===== config.mk =====
export PLATFORM = sky130hd
export DESIGN_NAME = sync_frame_parser_sum16
export DESIGN_NICKNAME = d
export VERILOG_FILES = /design/src/rtl/sfps_pkg.sv /design/src/rtl/sync_frame_parser_sum16.sv /design/src/rtl/sfps_step.sv
export SDC_FILE = /design/constraint.sdc
export NUM_CORES = 1
export LEC_CHECK = 0
export BUFFER_PORTS_ARGS = -buffer_cell sky130_fd_sc_hd__buf_4
export CAP_MARGIN = 20
export CORE_MARGIN = 2
export CORE_UTILIZATION = 58
export DETAILED_ROUTE_END_ITERATION = 8
export MAX_ROUTING_LAYER = met4
export PLACE_DENSITY = 0.8
export SLEW_MARGIN = 20
export SYNTH_ARGS = -nofsm -noshare
export SYNTH_HDL_FRONTEND = slang
export SYNTH_SLANG_ARGS = --single-unit

===== constraint.sdc =====
create_clock -name clk_i -period 2.9 [get_ports clk_i]
set_input_delay 0.145 -clock clk_i [delete_from_list [all_inputs] [get_ports clk_i]]
set_output_delay 0.145 -clock clk_i [all_outputs]
set_load 0.03 [all_outputs]

===== src/rtl/sfps_pkg.sv =====
package sfps_pkg;

  localparam logic [7:0] SYNC_S = 8'h73;
  localparam logic [7:0] SYNC_N = 8'h6E;
  localparam logic [7:0] SYNC_P = 8'h70;

  localparam logic [3:0] PH_HUNT    = 4'd0;
  localparam logic [3:0] PH_WANT_N  = 4'd1;
  localparam logic [3:0] PH_WANT_P  = 4'd2;
  localparam logic [3:0] PH_TYPE    = 4'd3;
  localparam logic [3:0] PH_LEN     = 4'd4;
  localparam logic [3:0] PH_PAYLOAD = 4'd5;
  localparam logic [3:0] PH_CK_HI   = 4'd6;
  localparam logic [3:0] PH_CK_LO   = 4'd7;
  localparam logic [3:0] PH_SKIP    = 4'd8;

  localparam logic [1:0] KIND_PAYLOAD = 2'd0;
  localparam logic [1:0] KIND_OK      = 2'd1;
  localparam logic [1:0] KIND_CK_ERR  = 2'd2;
  localparam logic [1:0] KIND_NONE    = 2'd3;

  typedef struct packed {
    logic [3:0]  phase;
    logic [15:0] running_sum;
    logic [7:0]  held_type;
    logic [7:0]  held_length;
    logic [7:0]  payload_count;
    logic [7:0]  checksum_high;
  } parse_state_t;

  typedef struct packed {
    logic        valid;
    logic [1:0]  kind;
    logic [7:0]  payload_byte;
    logic [7:0]  payload_index;
    logic [7:0]  frame_type;
    logic [7:0]  payload_length;
    logic [15:0] received_checksum;
    logic [15:0] computed_checksum;
  } parse_result_t;

endpackage


===== src/rtl/sync_frame_parser_sum16.sv =====
// Latency: a result item is presented from the result register after its input
// item has passed through the input register; some items yield none.
// Throughput: one item per cycle; the stages stall only on out_ready_i.
// Reset: rst_ni is asynchronous and active low; it empties both stages and
// puts the parser back to hunting for the start byte with a zero sum.
module sync_frame_parser_sum16 import sfps_pkg::*; (
  input  logic        clk_i,
  input  logic        rst_ni,
  input  logic        in_valid_i,
  output logic        in_ready_o,
  input  logic [7:0]  rx_byte_i,
  input  logic        last_in_buffer_i,
  output logic        out_valid_o,
  input  logic        out_ready_i,
  output logic [1:0]  kind_o,
  output logic [7:0]  payload_byte_o,
  output logic [7:0]  payload_index_o,
  output logic [7:0]  frame_type_o,
  output logic [7:0]  payload_length_o,
  output logic [15:0] received_checksum_o,
  output logic [15:0] computed_checksum_o
);

  // Input register: holds one received byte and its end-of-buffer mark.
  logic       in_valid_q;
  logic [7:0] in_byte_q;
  logic       in_last_q;

  // Parser state and the registered result item.
  parse_state_t  state_q, state_d;
  parse_result_t step_res;
  parse_result_t res_q;

  logic advance;

  // Advance the held item whenever the result slot is free or is being taken.
  assign advance    = in_valid_q && (!res_q.valid || out_ready_i);
  assign in_ready_o = !in_valid_q || advance;

  sfps_step u_step (
    .state_i  (state_q),
    .rx_byte_i(in_byte_q),
    .last_i   (in_last_q),
    .state_o  (state_d),
    .result_o (step_res)
  );

  // Capture a new item whenever the input register frees up.
  always_ff @(posedge clk_i or negedge rst_ni) begin
    if (!rst_ni) begin
      in_valid_q <= 1'b0;
    end else if (in_ready_o) begin
      in_valid_q <= in_valid_i;
    end
  end

  always_ff @(posedge clk_i) begin
    if (in_ready_o && in_valid_i) begin
      in_byte_q <= rx_byte_i;
      in_last_q <= last_in_buffer_i;
    end
  end

  // Commit the parser state once per item that leaves the input register.
  always_ff @(posedge clk_i or negedge rst_ni) begin
    if (!rst_ni) begin
      state_q <= '0;
    end else if (advance) begin
      state_q <= state_d;
    end
  end

  // Result register: load on advance (possibly with no result), drop when taken.
  always_ff @(posedge clk_i or negedge rst_ni) begin
    if (!rst_ni) begin
      res_q <= '0;
    end else if (advance) begin
      res_q <= step_res;
    end else if (out_ready_i) begin
      res_q.valid <= 1'b0;
    end
  end

  assign out_valid_o         = res_q.valid;
  assign kind_o              = res_q.kind;
  assign payload_byte_o      = res_q.payload_byte;
  assign payload_index_o     = res_q.payload_index;
  assign frame_type_o        = res_q.frame_type;
  assign payload_length_o    = res_q.payload_length;
  assign received_checksum_o = res_q.received_checksum;
  assign computed_checksum_o = res_q.computed_checksum;

endmodule


===== src/rtl/sfps_step.sv =====
module sfps_step import sfps_pkg::*; (
  input  parse_state_t  state_i,
  input  logic [7:0]    rx_byte_i,
  input  logic          last_i,
  output parse_state_t  state_o,
  output parse_result_t result_o
);

  logic        end_check;
  logic [3:0]  after_report;
  logic [15:0] sum_plus;
  logic [15:0] rx_check;
  logic [7:0]  count_plus;

  assign after_report = last_i ? PH_HUNT : PH_SKIP;
  assign sum_plus     = state_i.running_sum + {8'd0, rx_byte_i};
  assign rx_check     = {state_i.checksum_high, rx_byte_i};
  assign count_plus   = state_i.payload_count + 8'd1;

  always_comb begin
    state_o   = state_i;
    result_o  = '0;
    end_check = 1'b0;
    case (state_i.phase)
      PH_HUNT: begin
        end_check = 1'b1;
        if (rx_byte_i == SYNC_S) begin
          state_o.running_sum = {8'd0, SYNC_S};
          state_o.phase       = PH_WANT_N;
        end
      end
      PH_WANT_N: begin
        if (rx_byte_i != SYNC_N) begin
          result_o.valid = 1'b1;
          result_o.kind  = KIND_NONE;
          state_o.phase  = after_report;
        end else begin
          end_check           = 1'b1;
          state_o.running_sum = sum_plus;
          state_o.phase       = PH_WANT_P;
        end
      end
      PH_WANT_P: begin
        if (rx_byte_i != SYNC_P) begin
          result_o.valid = 1'b1;
          result_o.kind  = KIND_NONE;
          state_o.phase  = after_report;
        end else begin
          end_check           = 1'b1;
          state_o.running_sum = sum_plus;
          state_o.phase       = PH_TYPE;
        end
      end
      PH_TYPE: begin
        end_check           = 1'b1;
        state_o.held_type   = rx_byte_i;
        state_o.running_sum = sum_plus;
        state_o.phase       = PH_LEN;
      end
      PH_LEN: begin
        end_check             = 1'b1;
        state_o.held_length   = rx_byte_i;
        state_o.running_sum   = sum_plus;
        state_o.payload_count = 8'd0;
        state_o.phase         = (rx_byte_i == 8'd0) ? PH_CK_HI : PH_PAYLOAD;
      end
      PH_PAYLOAD: begin
        result_o.valid = 1'b1;
        if (last_i) begin
          result_o.kind = KIND_NONE;
          state_o.phase = PH_HUNT;
        end else begin
          result_o.kind           = KIND_PAYLOAD;
          result_o.payload_byte   = rx_byte_i;
          result_o.payload_index  = state_i.payload_count;
          result_o.frame_type     = state_i.held_type;
          result_o.payload_length = state_i.held_length;
          state_o.running_sum     = sum_plus;
          state_o.payload_count   = count_plus;
          if (count_plus == state_i.held_length) begin
            state_o.phase = PH_CK_HI;
          end
        end
      end
      PH_CK_HI: begin
        end_check             = 1'b1;
        state_o.checksum_high = rx_byte_i;
        state_o.phase         = PH_CK_LO;
      end
      PH_CK_LO: begin
        result_o.valid             = 1'b1;
        result_o.kind              = (rx_check == state_i.running_sum) ? KIND_OK
                                                                       : KIND_CK_ERR;
        result_o.frame_type        = state_i.held_type;
        result_o.payload_length    = state_i.held_length;
        result_o.received_checksum = rx_check;
        result_o.computed_checksum = state_i.running_sum;
        state_o.phase              = after_report;
      end
      default: begin
        state_o.phase = last_i ? PH_HUNT : PH_SKIP;
      end
    endcase

    // buffer ran out while hunting or before the frame finished
    if (end_check && last_i) begin
      result_o       = '0;
      result_o.valid = 1'b1;
      result_o.kind  = KIND_NONE;
      state_o.phase  = PH_HUNT;
    end
  end

endmodule

==> impl_metrics.py <==
metrics = {
    "status": {
        "status": "completed",
    },
    "sta": {
        "layout_min_cycle_time_ns": 2.60,
        "setup_viol": 0,
        "worst_clock_skew_ns": 0.00546,
        "tns_ns": 0,
        "fmax_mhz": 384,
        "tightest_slew_ns": 1.12,
        "timing.final.max_slew_violations": 0,
        "relSlewSlack_pct": 25.0,
        "post-route-period-util_pct": 89.7,
        "hold_viol": 0,
        "rsz0062_at_grt": "false",
    },
    "clock_network": {
        "clkSlewWorstSetupHoldPaths_ns": 0.06,
        "cts_buffers": 17,
        "cts_resized": 0,
        "cts_htree_levels": 4,
        "worstSkewPairLatency_ns": 0.52,
        "post-cts-setup-buffer-count": 0,
        "cts_buffer_depth": 2,
        "cts_root_buffer": "clkbuf_8",
        "cts_tree": "built",
        "cts_sinks": 129,
    },
    "yosys": {
        "ys_warn_count": 0,
        "seq_area_frac_synth_pct": 54.6,
        "synth-xor-area-share_pct": 3.21,
        "synth_edf_count": 9,
        "synth_top_area_cell": "dfrtp_1",
        "ys_ff_latch": 129,
        "synth_fa_ha_area_share_pct": 2.21,
        "synth_top_area_share_pct": 50.1,
        "synth_top_family_by_area": "compound AO/OA/AOI/OAI gates",
        "synth_area_sq_mm": 0.00600,
        "avgSynthCellArea_sq_um": 11.2,
        "syn-num-nets": 557,
        "netlist_instances": 534,
        "synthTopCellsByCount": "dfrtp_1 (120), nand2_1 (64), a22o_1 (49), nand3_1 (26)",
        "synth_compound_area_share_pct": 17.0,
        "yosysMostFrequentCell": "dfrtp_1",
        "synth.distinct_cells": 70,
        "synth-simple-area-share_pct": 15.8,
        "synth_area_leaders": "dfrtp_1 (50%), a22o_1 (7.2%), edfxtp_1 (4.5%), nand2_1 (4.0%), mux2_2 (3.9%)",
        "synthArstFlopShare_pct": 93.0,
        "synth-main-ff-cell": "dfrtp_1",
        "synthMuxAreaShare_pct": 4.44,
    },
    "routing": {
        "wl_per_cell_microns": 19.0,
        "ant_nets": 0,
        "totalWireLength_mm": 14.7,
        "vias_per_cell": 6.12,
        "detail_route.iter0.violations": 428,
        "vias": 4726,
        "drt_pass1_iterations": 5,
        "drc": 0,
    },
    "worst_setup_path": {
        "cp.required_ns": 3.30,
        "cp-end-kind": "register",
        "crit_type": "reg -> reg",
        "crit_fanout": 6,
        "arrival_ns": 3.01,
        "crit_path_start_kind": "register",
    },
    "place": {
        "place_congestion": 1.03,
        "port_buffers": 80,
        "place_hpwl_mm": 9.61,
    },
    "global_routing": {
        "grt_pass1_vias": 4654,
        "track_usage_pct": 29.0,
        "grt_max_degree": 64,
        "grt_pass1_wl_mm": 24.4,
        "antenna_found_initial": 0,
        "grt-ovfl-total": 0,
    },
    "power": {
        "power.leakage_nw": 3.64,
        "p_per_area_mw_per_mm2": 672,
        "p_total_mw": 5.01,
        "ir_worst_vdd_uv": 408,
    },
    "min_path": {
        "min_path_type": "in -> async",
    },
    "layout": {
        "antenna_cells": 0,
        "seq_area_sq_mm": 0.00327,
        "multi_input_area_sq_mm": 0.00257,
        "drive_above_1_share_pct": 25.6,
        "nFillCells": 710,
        "utilization_pct": 73.2,
        "final_nets": 647,
        "area_growth_pct": 24.3,
    },
    "floorplanning": {
        "core-area_sq_mm": 0.0102,
        "die_y_microns": 106,
        "row_count": 37,
        "num_io_pins": 81,
        "dieArea_sq_mm": 0.0112,
        "die_x_microns": 106,
        "start_util_pct": 58.9,
    },
    "job": {
        "cap_violations": 0,
    },
}
==> cell type report <==
cell class | count | area share (%)
Clock inverter | 9 | 1.73
Inverter | 9 | 0.453
Clock buffer | 22 | 6.34
Multi-Input combinational cell | 365 | 34.4
Tap cell | 136 | 2.28
Timing Repair Buffer | 102 | 10.8
Sequential cell | 129 | 43.9
==> final timing paths <==
check	endpoint	cells past startpoint	slack [ns]	startpoint
max in group asynchronous	payload_index_o[7]	3	1.86	rst_ni
worst max-delay path	state_q[44]	8	0.30	in_byte_q[1]
worst min-delay path	payload_index_o[3]	2	0.24	rst_ni
min in group clk_i	in_byte_q[2]	2	0.34	rx_byte_i[2]
worst min register to register	payload_index_o[3]	2	0.47	payload_index_o[3]
worst max register to register	state_q[44]	8	0.30	in_byte_q[1]
==> layer usage <==
layer / vias to the layer above / GRT usage (%) / part of all wire, %
li1: 2144 / - / -
met1: 2337 / 39.9 / 43
met2: 214 / 43.0 / 47
met3: 31 / 5.81 / 7.7
met4: 0 / 11.1 / 2.2
met5: - / - / 0
==> layout by cell type, fill, tap and decap left out, drive strengths merged, types with 4 or more instances in the layout <==
cell type and count:
a31oi 4, xor2 6, buf 90, nor4 6, clkbuf 22, inv 10
and3 5, o21ai 25, nand3b 4, nand2b 4, nand2 65, o31ai 9
nand4 9, nor2 22, nor2b 5, xnor2 16, nand3 28, or3 6
dfrtp 120, edfxtp 9, a21o 5, mux2 21, a22o 49, ha 9
and2 5, a21oi 13, dlygate4sd3 12
==> state kept, by name, indices dropped and copies added (netlist names) <==
signal               cells
state_q                 52
computed_checksum_o     16
received_checksum_o     16
frame_type_o             8
in_byte_q                8
payload_byte_o           8
payload_index_o          8
payload_length_o         8
kind_o                   2
in_last_q                1
in_valid_q               1
out_valid_o              1
==> where the power goes <==
| group | internal (mW) | switching (mW) | leakage [nW] |
|---|---|---|---|
| sequential | 1.91 | 0.161 | 1.72 |
| combinational | 0.297 | 0.484 | 1.62 |
| clock | 1.39 | 0.762 | 0.289 |
| total | 3.60 | 1.41 | 3.64 |
==> cell families (layout without fill, tap and decap cells) <==
| logic type | Yosys count | count (layout) |
|---|---|---|
| compound gates | 132 | 132 |
| flops | 129 | 129 |
| mux | 24 | 24 |
| fa+ha+maj | 10 | 10 |
| buf+inv | 40 | 142 |
| xor+xnor | 22 | 22 |
| simple gates | 177 | 177 |
==> stage by stage <==
step / hold slack [ns] / std cells / instance area (sq um) / setup WS [ns]
2_1_floorplan: -0.151 / 534 / 6000 / 0.597
3_3_place_gp: 0.255 / 729 / 6730 / 0.524
3_5_place_dp: 0.262 / 729 / 6730 / 0.386
4_1_cts: 0.257 / 772 / 7450 / 0.324
5_1_grt: 0.286 / 772 / 7450 / 0.0897
6_report: 0.240 / 772 / 7450 / 0.298
==> critical path: stages (launching register included) <==
cell and delay (ns):
edfxtp_1 0.45, inv_1 0.17, fa_1 0.47, nor2b_1 0.26, o2111ai_1 0.19, nand4b_1 0.21, nand4_1 0.20, o211a_1 0.27
a221o_1 0.26
==> what timing repair did <==
| action | in CTS | in global routing |
|---|---|---|
| hold buffers | 12 | 0 |
| setup endpoints to repair | 0 | 0 |
| hold endpoints to repair | 68 | 0 |
Note: power is estimated with default switching activity, not from simulation.
